`src/design/manhattan_nearest_site_area_counter_assert.svh`:
```
// Assertion macros used by the top-level RTL.
`ifndef MANHATTAN_NEAREST_SITE_AREA_COUNTER_ASSERT_SVH
`define MANHATTAN_NEAREST_SITE_AREA_COUNTER_ASSERT_SVH

// same-cycle implication
`define MNSAC_ASSERT_IMP(label, clk, rstn, ante, cons, msg) \
    label: assert property (@(posedge clk) disable iff (!rstn) (ante) |-> (cons)) \
        else $error(msg);

// next-cycle implication
`define MNSAC_ASSERT_NXT(label, clk, rstn, ante, cons, msg) \
    label: assert property (@(posedge clk) disable iff (!rstn) (ante) |=> (cons)) \
        else $error(msg);

`endif

```
`src/design/mnsac_pkg.sv`:
```
`timescale 1ns / 1ps

package mnsac_pkg;

    localparam int MAX_SITES_DEF  = 64;
    localparam int COORD_BITS_DEF = 10;

    localparam int ACT_W  = 2;
    localparam int POS_W  = 10;
    localparam int SLOT_W = 6;
    localparam int CFG_W  = 7;
    localparam int DIST_W = 11;
    localparam int AREA_W = 21;

    localparam logic [AREA_W-1:0] AREA_MAX = {AREA_W{1'b1}};

    localparam logic [ACT_W-1:0] ACT_LOAD     = 2'd0;
    localparam logic [ACT_W-1:0] ACT_CLASSIFY = 2'd1;
    localparam logic [ACT_W-1:0] ACT_READ     = 2'd2;

    typedef struct packed {
        logic              done;
        logic              found;
        logic              is_unique;
        logic [DIST_W-1:0] min_dist;
    } scan_stat_t;

    typedef struct packed {
        logic rd_en;
        logic inc_en;
    } area_cmd_t;

endpackage

```
`src/design/mnsac_site_mem.sv`:
```
`timescale 1ns / 1ps

module mnsac_site_mem #(
    parameter int MAX_SITES  = mnsac_pkg::MAX_SITES_DEF,
    parameter int COORD_BITS = mnsac_pkg::COORD_BITS_DEF
) (
    input  logic                                   aclk,
    input  logic                                   wr_en,
    input  logic [$clog2(MAX_SITES)-1:0]           wr_addr,
    input  logic [2*((COORD_BITS < mnsac_pkg::POS_W) ?
                     COORD_BITS : mnsac_pkg::POS_W)-1:0] wr_data,
    input  logic                                   rd_en,
    input  logic [$clog2(MAX_SITES)-1:0]           rd_addr,
    output logic [2*((COORD_BITS < mnsac_pkg::POS_W) ?
                     COORD_BITS : mnsac_pkg::POS_W)-1:0] rd_data
);
    import mnsac_pkg::*;

    localparam int CW = (COORD_BITS < POS_W) ? COORD_BITS : POS_W;

    // {x, y} per site
    logic [2*CW-1:0] mem [MAX_SITES];
    logic [2*CW-1:0] rd_data_reg;

    always_ff @(posedge aclk) begin
        if (wr_en) begin
            mem[wr_addr] <= wr_data;
        end
        if (rd_en) begin
            rd_data_reg <= mem[rd_addr];
        end
    end

    assign rd_data = rd_data_reg;

endmodule

```
`src/design/mnsac_area_mem.sv`:
```
`timescale 1ns / 1ps

module mnsac_area_mem #(
    parameter int MAX_SITES = mnsac_pkg::MAX_SITES_DEF
) (
    input  logic                            aclk,
    input  logic                            aresetn,
    input  mnsac_pkg::area_cmd_t            cmd,
    input  logic [$clog2(MAX_SITES)-1:0]    rd_addr,
    output logic [mnsac_pkg::AREA_W-1:0]    rd_data,
    output logic                            clearing
);
    import mnsac_pkg::*;

    localparam int AW = $clog2(MAX_SITES);

    logic [AREA_W-1:0] mem [MAX_SITES];
    logic [AREA_W-1:0] rd_data_reg;
    logic [AW-1:0]     addr_reg;
    logic [AW-1:0]     clr_cnt_reg;
    logic              clearing_reg;

    // clear sweep after reset, then saturating increment of the last entry read
    always_ff @(posedge aclk) begin
        if (clearing_reg) begin
            mem[clr_cnt_reg] <= '0;
        end else if (cmd.inc_en && rd_data_reg != AREA_MAX) begin
            mem[addr_reg] <= rd_data_reg + 1'b1;
        end
        if (cmd.rd_en) begin
            rd_data_reg <= mem[rd_addr];
            addr_reg    <= rd_addr;
        end
    end

    always_ff @(posedge aclk) begin
        if (!aresetn) begin
            clearing_reg <= 1'b1;
            clr_cnt_reg  <= '0;
        end else if (clearing_reg) begin
            clr_cnt_reg <= clr_cnt_reg + 1'b1;
            if (clr_cnt_reg == AW'(MAX_SITES - 1)) begin
                clearing_reg <= 1'b0;
            end
        end
    end

    assign rd_data  = rd_data_reg;
    assign clearing = clearing_reg;

endmodule

```
`src/design/mnsac_scan.sv`:
```
`timescale 1ns / 1ps

module mnsac_scan #(
    parameter int MAX_SITES  = mnsac_pkg::MAX_SITES_DEF,
    parameter int COORD_BITS = mnsac_pkg::COORD_BITS_DEF
) (
    input  logic                                   aclk,
    input  logic                                   aresetn,
    input  logic                                   start,
    input  logic [$clog2(MAX_SITES+1)-1:0]         n,
    input  logic [((COORD_BITS < mnsac_pkg::POS_W) ?
                   COORD_BITS : mnsac_pkg::POS_W)-1:0] px,
    input  logic [((COORD_BITS < mnsac_pkg::POS_W) ?
                   COORD_BITS : mnsac_pkg::POS_W)-1:0] py,
    output logic                                   rd_en,
    output logic [$clog2(MAX_SITES)-1:0]           rd_addr,
    input  logic [2*((COORD_BITS < mnsac_pkg::POS_W) ?
                     COORD_BITS : mnsac_pkg::POS_W)-1:0] rd_data,
    output logic [$clog2(MAX_SITES)-1:0]           best_idx,
    output mnsac_pkg::scan_stat_t                  stat
);
    import mnsac_pkg::*;

    localparam int CW    = (COORD_BITS < POS_W) ? COORD_BITS : POS_W;
    localparam int AW    = $clog2(MAX_SITES);
    localparam int CNT_W = $clog2(MAX_SITES + 1);

    function automatic logic [CW-1:0] abs_diff(input logic [CW-1:0] a, input logic [CW-1:0] b);
        return (a > b) ? (a - b) : (b - a);
    endfunction

    logic             busy_reg, issuing_reg;
    logic [CNT_W-1:0] issue_reg, n_reg;
    logic [CNT_W-1:0] issue_inc;
    logic [CW-1:0]    px_reg, py_reg;
    logic             v1_reg, v2_reg;
    logic [AW-1:0]    idx1_reg, idx2_reg;
    logic [CW:0]      dist_reg, best_reg;
    logic [AW-1:0]    best_idx_reg;
    logic             found_reg, multi_reg;
    logic             done;
    logic [CW:0]      dist_calc;

    assign issue_inc = issue_reg + 1'b1;
    assign rd_en     = issuing_reg;
    assign rd_addr   = issue_reg[AW-1:0];
    assign done      = busy_reg && !issuing_reg && !v1_reg && !v2_reg;
    assign dist_calc = {1'b0, abs_diff(rd_data[2*CW-1:CW], px_reg)}
                     + {1'b0, abs_diff(rd_data[CW-1:0], py_reg)};

    // issue -> memory read -> distance -> compare
    always_ff @(posedge aclk) begin
        if (!aresetn) begin
            busy_reg    <= 1'b0;
            issuing_reg <= 1'b0;
            v1_reg      <= 1'b0;
            v2_reg      <= 1'b0;
            found_reg   <= 1'b0;
            multi_reg   <= 1'b0;
        end else begin
            v1_reg <= rd_en;
            v2_reg <= v1_reg;
            if (start) begin
                busy_reg    <= 1'b1;
                issuing_reg <= (n != '0);
                found_reg   <= 1'b0;
                multi_reg   <= 1'b0;
            end else begin
                if (done) begin
                    busy_reg <= 1'b0;
                end
                if (issuing_reg && issue_inc == n_reg) begin
                    issuing_reg <= 1'b0;
                end
                if (v2_reg) begin
                    if (!found_reg || dist_reg < best_reg) begin
                        found_reg <= 1'b1;
                        multi_reg <= 1'b0;
                    end else if (dist_reg == best_reg) begin
                        multi_reg <= 1'b1;
                    end
                end
            end
        end
    end

    always_ff @(posedge aclk) begin
        idx1_reg <= rd_addr;
        idx2_reg <= idx1_reg;
        dist_reg <= dist_calc;
        if (start) begin
            n_reg        <= n;
            px_reg       <= px;
            py_reg       <= py;
            issue_reg    <= '0;
            best_reg     <= '0;
            best_idx_reg <= '0;
        end else begin
            if (issuing_reg) begin
                issue_reg <= issue_inc;
            end
            if (v2_reg && (!found_reg || dist_reg < best_reg)) begin
                best_reg     <= dist_reg;
                best_idx_reg <= idx2_reg;
            end
        end
    end

    assign best_idx       = best_idx_reg;
    assign stat.done      = done;
    assign stat.found     = found_reg;
    assign stat.is_unique = found_reg && !multi_reg;
    assign stat.min_dist  = DIST_W'(best_reg);

endmodule

```
`src/design/manhattan_nearest_site_area_counter.sv`:
```
// Nearest-site labeler with per-site area counters. Load items write a site's
// coordinates into the site memory; classify items compare one cell against
// sites 0 .. sites_in_use-1 (capped at MAX_SITES) by Manhattan distance and
// return the lowest-index nearest site, its distance and a uniqueness flag; a
// unique winner's area count is bumped (saturating). Read items return a
// site's area count. One item is in flight at a time. A classify's scan reads one
// site per cycle from the single read port of the site memory. Results sit in an
// output register, so the next item is taken while a result waits. After reset
// the area memory is cleared one entry per cycle, and no item is accepted
// meanwhile; configuration writes are taken at any time.
`timescale 1ns / 1ps

`include "manhattan_nearest_site_area_counter_assert.svh"

module manhattan_nearest_site_area_counter #(
    parameter int MAX_SITES  = mnsac_pkg::MAX_SITES_DEF,
    parameter int COORD_BITS = mnsac_pkg::COORD_BITS_DEF
) (
    input  logic                            aclk,
    input  logic                            aresetn,
    input  logic                            cfg_valid,
    output logic                            cfg_ready,
    input  logic [mnsac_pkg::CFG_W-1:0]     cfg_data,
    input  logic                            s_valid,
    output logic                            s_ready,
    input  logic [mnsac_pkg::ACT_W-1:0]     s_action,
    input  logic [mnsac_pkg::POS_W-1:0]     s_pos_x,
    input  logic [mnsac_pkg::POS_W-1:0]     s_pos_y,
    input  logic [mnsac_pkg::SLOT_W-1:0]    s_site_slot,
    output logic                            m_valid,
    input  logic                            m_ready,
    output logic [mnsac_pkg::SLOT_W-1:0]    m_nearest_slot,
    output logic                            m_is_unique,
    output logic [mnsac_pkg::DIST_W-1:0]    m_best_distance,
    output logic [mnsac_pkg::AREA_W-1:0]    m_area_value
);
    import mnsac_pkg::*;

    localparam int CW    = (COORD_BITS < POS_W) ? COORD_BITS : POS_W;
    localparam int AW    = $clog2(MAX_SITES);
    localparam int CNT_W = $clog2(MAX_SITES + 1);

    localparam logic [2:0] ST_IDLE    = 3'd0;
    localparam logic [2:0] ST_SCAN    = 3'd1;
    localparam logic [2:0] ST_AREA_WR = 3'd2;
    localparam logic [2:0] ST_READ    = 3'd3;
    localparam logic [2:0] ST_FIN     = 3'd4;

    logic [2:0]        state_reg, state_next;
    logic [CFG_W-1:0]  sites_in_use_reg;
    logic              m_valid_reg, m_valid_next;
    logic [SLOT_W-1:0] m_slot_reg, m_slot_next;
    logic              m_unique_reg, m_unique_next;
    logic [DIST_W-1:0] m_dist_reg, m_dist_next;
    logic [AREA_W-1:0] m_area_reg, m_area_next;
    logic [SLOT_W-1:0] res_slot_reg, res_slot_next;
    logic              res_unique_reg, res_unique_next;
    logic [DIST_W-1:0] res_dist_reg, res_dist_next;
    logic [AREA_W-1:0] res_area_reg, res_area_next;

    logic              accept;
    logic              slot_ok;
    logic [AW-1:0]     slot_addr;
    logic [CNT_W-1:0]  n_use;
    logic              site_wr_en;
    logic              scan_start;
    logic              site_rd_en;
    logic [AW-1:0]     site_rd_addr;
    logic [2*CW-1:0]   site_rd_data;
    logic [AW-1:0]     best_idx;
    scan_stat_t        scan_stat;
    area_cmd_t         area_cmd;
    logic [AW-1:0]     area_rd_addr;
    logic [AREA_W-1:0] area_rd_data;
    logic              clearing;

    assign cfg_ready  = 1'b1;
    assign s_ready    = (state_reg == ST_IDLE) && !clearing;
    assign accept     = s_valid && s_ready;
    assign slot_ok    = 32'(s_site_slot) < MAX_SITES;
    assign slot_addr  = AW'(s_site_slot);
    assign n_use      = (32'(sites_in_use_reg) > MAX_SITES) ? CNT_W'(MAX_SITES)
                                                             : CNT_W'(sites_in_use_reg);
    assign site_wr_en = accept && s_action == ACT_LOAD && slot_ok;
    assign scan_start = accept && s_action == ACT_CLASSIFY;

    assign area_cmd.rd_en  = (accept && s_action == ACT_READ && slot_ok)
                          || (state_reg == ST_SCAN && scan_stat.done && scan_stat.is_unique);
    assign area_cmd.inc_en = (state_reg == ST_AREA_WR);
    assign area_rd_addr    = (state_reg == ST_IDLE) ? slot_addr : best_idx;

    mnsac_site_mem #(
        .MAX_SITES  (MAX_SITES),
        .COORD_BITS (COORD_BITS)
    ) u_site_mem (
        .aclk    (aclk),
        .wr_en   (site_wr_en),
        .wr_addr (slot_addr),
        .wr_data ({s_pos_x[CW-1:0], s_pos_y[CW-1:0]}),
        .rd_en   (site_rd_en),
        .rd_addr (site_rd_addr),
        .rd_data (site_rd_data)
    );

    mnsac_scan #(
        .MAX_SITES  (MAX_SITES),
        .COORD_BITS (COORD_BITS)
    ) u_scan (
        .aclk     (aclk),
        .aresetn  (aresetn),
        .start    (scan_start),
        .n        (n_use),
        .px       (s_pos_x[CW-1:0]),
        .py       (s_pos_y[CW-1:0]),
        .rd_en    (site_rd_en),
        .rd_addr  (site_rd_addr),
        .rd_data  (site_rd_data),
        .best_idx (best_idx),
        .stat     (scan_stat)
    );

    mnsac_area_mem #(
        .MAX_SITES (MAX_SITES)
    ) u_area_mem (
        .aclk     (aclk),
        .aresetn  (aresetn),
        .cmd      (area_cmd),
        .rd_addr  (area_rd_addr),
        .rd_data  (area_rd_data),
        .clearing (clearing)
    );

    always_comb begin
        state_next      = state_reg;
        res_slot_next   = res_slot_reg;
        res_unique_next = res_unique_reg;
        res_dist_next   = res_dist_reg;
        res_area_next   = res_area_reg;
        m_valid_next    = m_valid_reg && !m_ready;
        m_slot_next     = m_slot_reg;
        m_unique_next   = m_unique_reg;
        m_dist_next     = m_dist_reg;
        m_area_next     = m_area_reg;
        case (state_reg)
            ST_IDLE: begin
                if (accept) begin
                    res_slot_next   = '0;
                    res_unique_next = 1'b0;
                    res_dist_next   = '0;
                    res_area_next   = '0;
                    case (s_action)
                        ACT_CLASSIFY: state_next = ST_SCAN;
                        ACT_READ:     state_next = slot_ok ? ST_READ : ST_FIN;
                        default:      state_next = ST_FIN;
                    endcase
                end
            end
            ST_SCAN: begin
                if (scan_stat.done) begin
                    res_slot_next   = SLOT_W'(best_idx);
                    res_unique_next = scan_stat.is_unique;
                    res_dist_next   = scan_stat.min_dist;
                    state_next      = scan_stat.is_unique ? ST_AREA_WR : ST_FIN;
                end
            end
            ST_AREA_WR: begin
                state_next = ST_FIN;
            end
            ST_READ: begin
                res_area_next = area_rd_data;
                state_next    = ST_FIN;
            end
            ST_FIN: begin
                // output register free or draining this cycle
                if (!m_valid_reg || m_ready) begin
                    m_valid_next  = 1'b1;
                    m_slot_next   = res_slot_reg;
                    m_unique_next = res_unique_reg;
                    m_dist_next   = res_dist_reg;
                    m_area_next   = res_area_reg;
                    state_next    = ST_IDLE;
                end
            end
            default: begin
                state_next = ST_IDLE;
            end
        endcase
    end

    always_ff @(posedge aclk) begin
        if (!aresetn) begin
            state_reg        <= ST_IDLE;
            m_valid_reg      <= 1'b0;
            sites_in_use_reg <= '0;
        end else begin
            state_reg   <= state_next;
            m_valid_reg <= m_valid_next;
            if (cfg_valid) begin
                sites_in_use_reg <= cfg_data;
            end
        end
    end

    always_ff @(posedge aclk) begin
        res_slot_reg   <= res_slot_next;
        res_unique_reg <= res_unique_next;
        res_dist_reg   <= res_dist_next;
        res_area_reg   <= res_area_next;
        m_slot_reg     <= m_slot_next;
        m_unique_reg   <= m_unique_next;
        m_dist_reg     <= m_dist_next;
        m_area_reg     <= m_area_next;
    end

    assign m_valid         = m_valid_reg;
    assign m_nearest_slot  = m_slot_reg;
    assign m_is_unique     = m_unique_reg;
    assign m_best_distance = m_dist_reg;
    assign m_area_value    = m_area_reg;

    `MNSAC_ASSERT_IMP(a_scan_done_in_scan, aclk, aresetn, scan_stat.done,
        state_reg == ST_SCAN, "scan finished outside of a classify")
    `MNSAC_ASSERT_IMP(a_inc_after_unique, aclk, aresetn, state_reg == ST_AREA_WR,
        $past(scan_stat.done && scan_stat.is_unique), "area bump without unique winner")
    `MNSAC_ASSERT_NXT(a_accept_leaves_idle, aclk, aresetn, accept,
        state_reg != ST_IDLE, "accepted item did not start processing")
    `MNSAC_ASSERT_IMP(a_no_read_while_clearing, aclk, aresetn, area_cmd.rd_en,
        !clearing, "area memory read during clear sweep")

endmodule

```
`config.mk`:
```
export PLATFORM = sky130hd
export DESIGN_NAME = manhattan_nearest_site_area_counter
export DESIGN_NICKNAME = d
export VERILOG_FILES = /design/src/design/mnsac_pkg.sv /design/src/design/mnsac_site_mem.sv /design/src/design/mnsac_area_mem.sv /design/src/design/mnsac_scan.sv /design/src/design/manhattan_nearest_site_area_counter.sv
export VERILOG_INCLUDE_DIRS = /design/src /design/src/design
export SDC_FILE = /design/constraint.sdc
export NUM_CORES = 2
export LEC_CHECK = 0
export BUFFER_PORTS_ARGS = -buffer_cell sky130_fd_sc_hd__buf_2
export CAP_MARGIN = 0
export CORE_MARGIN = 1
export CORE_UTILIZATION = 30
export DETAILED_ROUTE_END_ITERATION = 10
export PLACE_DENSITY_LB_ADDON = 0.08
export SLEW_MARGIN = 20
export SYNTH_ARGS = -nofsm -noshare
export SYNTH_HDL_FRONTEND = slang
export SYNTH_SLANG_ARGS = --single-unit
export TNS_END_PERCENT = 1
```
`constraint.sdc`:
```
create_clock -name aclk -period 4.4 [get_ports aclk]
set_input_delay 0.66 -clock aclk [delete_from_list [all_inputs] [get_ports aclk]]
set_output_delay 0.66 -clock aclk [all_outputs]
set_load 0.005 [all_outputs]
```
==> results_dict.tcl <==
set metrics [dict create \
    outcome "finished clean" \
    worst_pin_slew_ns 1.09 \
    grt_pass1_wl_um 487000 \
    fin_worst_skew_ns 0.0525 \
    relSlewSlack_pct 27.5 \
    cp_top_family "compound AO/OA/AOI/OAI gates" \
    max_freq_ghz 0.249 \
    slowest_delay_ns 0.41 \
    min_from "cfg_data[1]" \
    synthTopCellsByArea "edfxtp_1 (72%), mux2i_1 (9.9%), mux4_2 (7.8%)" \
    p_per_area_mw_per_mm2 448 \
    crit_path_cell_trace "inv_1 > ha_1 > inv_1 > fa_1 > a21o_1 > a21oi_1 > o22ai_1 > o2111ai_1 > nand2_1 > mux2_2 > ha_1 > a21o_1 > a21oi_2 > o21ai_0 > a21oi_2 > o21ai_0 > or4_1 > nand4_1" \
    rsz0062_at_grt "no" \
    fillers 36400 \
    wl_per_cell_um 28.3 \
    io_buffers 80 \
    routed_wl_um 348000 \
    ys_top_cells_by_count "edfxtp_1 (2776), mux2i_1 (1154), nand2_1 (415)" \
    yosysTopAreaCell "edfxtp_1" \
    p_clk_share_pct 43.5 \
    maxCapViolations 0 \
    cp_max_fo 3 \
    initial_utilization_pct 30.2 \
    synth_cells 6442 \
    yosysSeqAreaShare_pct 72.9 \
    layout_setup_ws_ns 0.392 \
    cp_slowest_cell "or4_1" \
    yosys.area_share.adder_pct 0.796 \
    synth_ff_type "edfxtp_1" \
    critPathKind "reg2reg" \
    nNetsFinal 7001 \
    coreArea_sq_mm 0.386 \
    area_delta_synth_final_pct 17.8 \
    dp_slack_ns 0.263 \
    min_period_ns 4.01 \
    vdd_drop_max_mv 0.338 \
    drive_gt1_share_pct 21.3 \
    grt_pass1_vias 61700 \
    yosysMostFrequentCell "edfxtp_1" \
    grt_overflow_total 0 \
    avgViaCountPerCell 4.85 \
    yosysWarnings 0 \
    seqCellArea_sq_mm 0.0848 \
    die_h_um 625 \
    postRouteAntennaNets 0 \
    max-clock-path-buffers 4 \
    hpwlAfterDp_um 208000 \
    dr.first_iter.drc_count 3968 \
    synth_top_cell_area_share_pct 71.7 \
    timing.rr.start "u_site_mem.rd_data[10]" \
    reg_top3 "u_area_mem.mem x1344, u_site_mem.mem x1280" \
    ys_seq_elements 2847 \
    pwr-share-seq_pct 48.6 \
    antenna_found_initial 22 \
    slew_viol_final 0 \
    fin_util_pct 35.5 \
    rows 228 \
    synth_top_family_by_area "multiplexers" \
    syn_avg_cell_area_sq_um 18.1 \
    arrival_ns 4.85 \
    syn-cell-area_sq_mm 0.116 \
    worst_ep_required_time_ns 5.24 \
    setup_viol 0 \
    floorplan.die_area_sq_mm 0.390 \
    cp-start-kind "register" \
    largest_register_ffs 1344 \
    hold_viol 0 \
    finalCritPeriodShare_pct 91.1 \
    grt_usage_pct 17.6 \
    hp-class "in2reg" \
    drtPass1Iterations 5 \
    vias 59700 \
    p_sw_share_pct 22.8 \
    synthSimpleGateAreaFrac_pct 4.29 \
    tritoncts "built" \
    critPathBufInv 2 \
    multi_input_area_sq_mm 0.0302 \
    ios 82 \
    top_register "u_area_mem.mem" \
    path_clk_slew_ns 0.06 \
    htree_levels 5 \
    pwr-share-comb_pct 8.0 \
    synth-compound-area-share_pct 1.95 \
    clock-sinks 2847 \
    setup_tns_ns 0 \
    p_leak_nw 46.3 \
    cts_buffers 336 \
    end_kind "register" \
    async_reset_ff_share_pct 0 \
    synthMuxAreaShare_pct 17.9 \
    synth_nets 6553 \
    crit_path_start "u_site_mem.rd_data[10]" \
    yosys.area_share.xor_xnor_pct 0.452 \
    synth.distinct_cells 62 \
    p_switching_mw 14.0 \
    synth_edf_count 2776 \
    clkLatencyLatePin_ns 0.94 \
    die_w_um 625 \
    drcViolationCount 0 \
    root_buffer "clkbuf_16" \
    p_int_mw 47.4 \
    grt_max_degree 169 \
    gp_congestion 0.793 \
]
## per-layer routing
layer,vias up,share of wire [%],track usage [%]
met1,31700,43,22.5
li1,26500,-,-
met3,462,3.1,1.93
met5,-,0.0060,0
met4,4,2.9,4.94
met2,1034,51,31.4
## worst reg2reg max path, delay by kind of cell, from the launching register on
kind                     cells  cell delay [ns]
AO/OA/AOI/OAI                9             1.60
adder cells (fa/ha/maj)      3             0.85
AND/OR/NAND/NOR              3             0.68
flip-flops                   1             0.38
multiplexers                 1             0.32
buffers and inverters        2             0.13
## cell families after synthesis
group                    count (synthesis)
AO/OA/AOI/OAI                          332
XOR/XNOR                                60
adder cells (fa/ha/maj)                 71
buffers and inverters                  454
flip-flops                            2847
multiplexers                          1577
other                                    1
AND/OR/NAND/NOR                       1100
## power groups by stage
stage	logic, mW	clock network, mW	registers, mW
4_1_cts	5.07	27.5	29.8
5_1_grt	5.22	28.5	29.8
2_1_floorplan	3.02	0	30.3
6_report	4.89	26.7	29.8
3_3_place_gp	5.05	0	30.4
3_5_place_dp	5.06	0	30.4
## layout by cell type, fill, tap and decap left out, types with 67 or more instances in the layout
cell type  count
buf_2         78
inv_1         88
buf_12       108
buf_4        278
nand3_1      314
mux2i_1     1153
clkbuf_1      85
o22ai_1       67
nor2_2       126
nand2_1      413
mux4_2       403
edfxtp_1    2776
clkbuf_16    346
## path summary, 6_finish.rpt
kind | slack (ns) | endpoint | depth (start not counted)
worst max-delay path | 0.39 | u_scan.dist_reg[9] | 18
worst min-delay path | 0.20 | sites_in_use_reg[1] | 3
worst max register to register | 0.39 | u_scan.dist_reg[9] | 18
worst min register to register | 0.33 | u_scan.idx2_reg[0] | 0
## through the flow
step	std cells	instance area [sq um]	hold slack, ns	power [mW]
CTS	12300	137000	0.153	62.4
detailed placement	11700	127000	0.316	35.5
global placement	11700	126000	0.314	35.5
floorplan	6442	116000	0.310	33.3
finish	12300	137000	0.205	61.4
global route	12300	137000	0.163	63.5
## area by class of cell
| type | instances | area share, % |
|---|---|---|
| well taps | 5175 | 4.73 |
| inverters | 92 | 0.263 |
| clock buffers | 434 | 6.58 |
| flip-flops and latches | 2847 | 61.9 |
| diodes | 9 | 0.0164 |
| repair buffers | 472 | 3.47 |
| clock inverters | 153 | 0.993 |
| multi-input cells | 3141 | 22.0 |
## what timing repair did
item	CTS	global route
setup endpoints to repair	0	1
setup buffers	0	0
endpoints found under the hold margin	5	0
hold buffers	5	0
resized for setup	0	3
(Power assumes the default switching activity.)
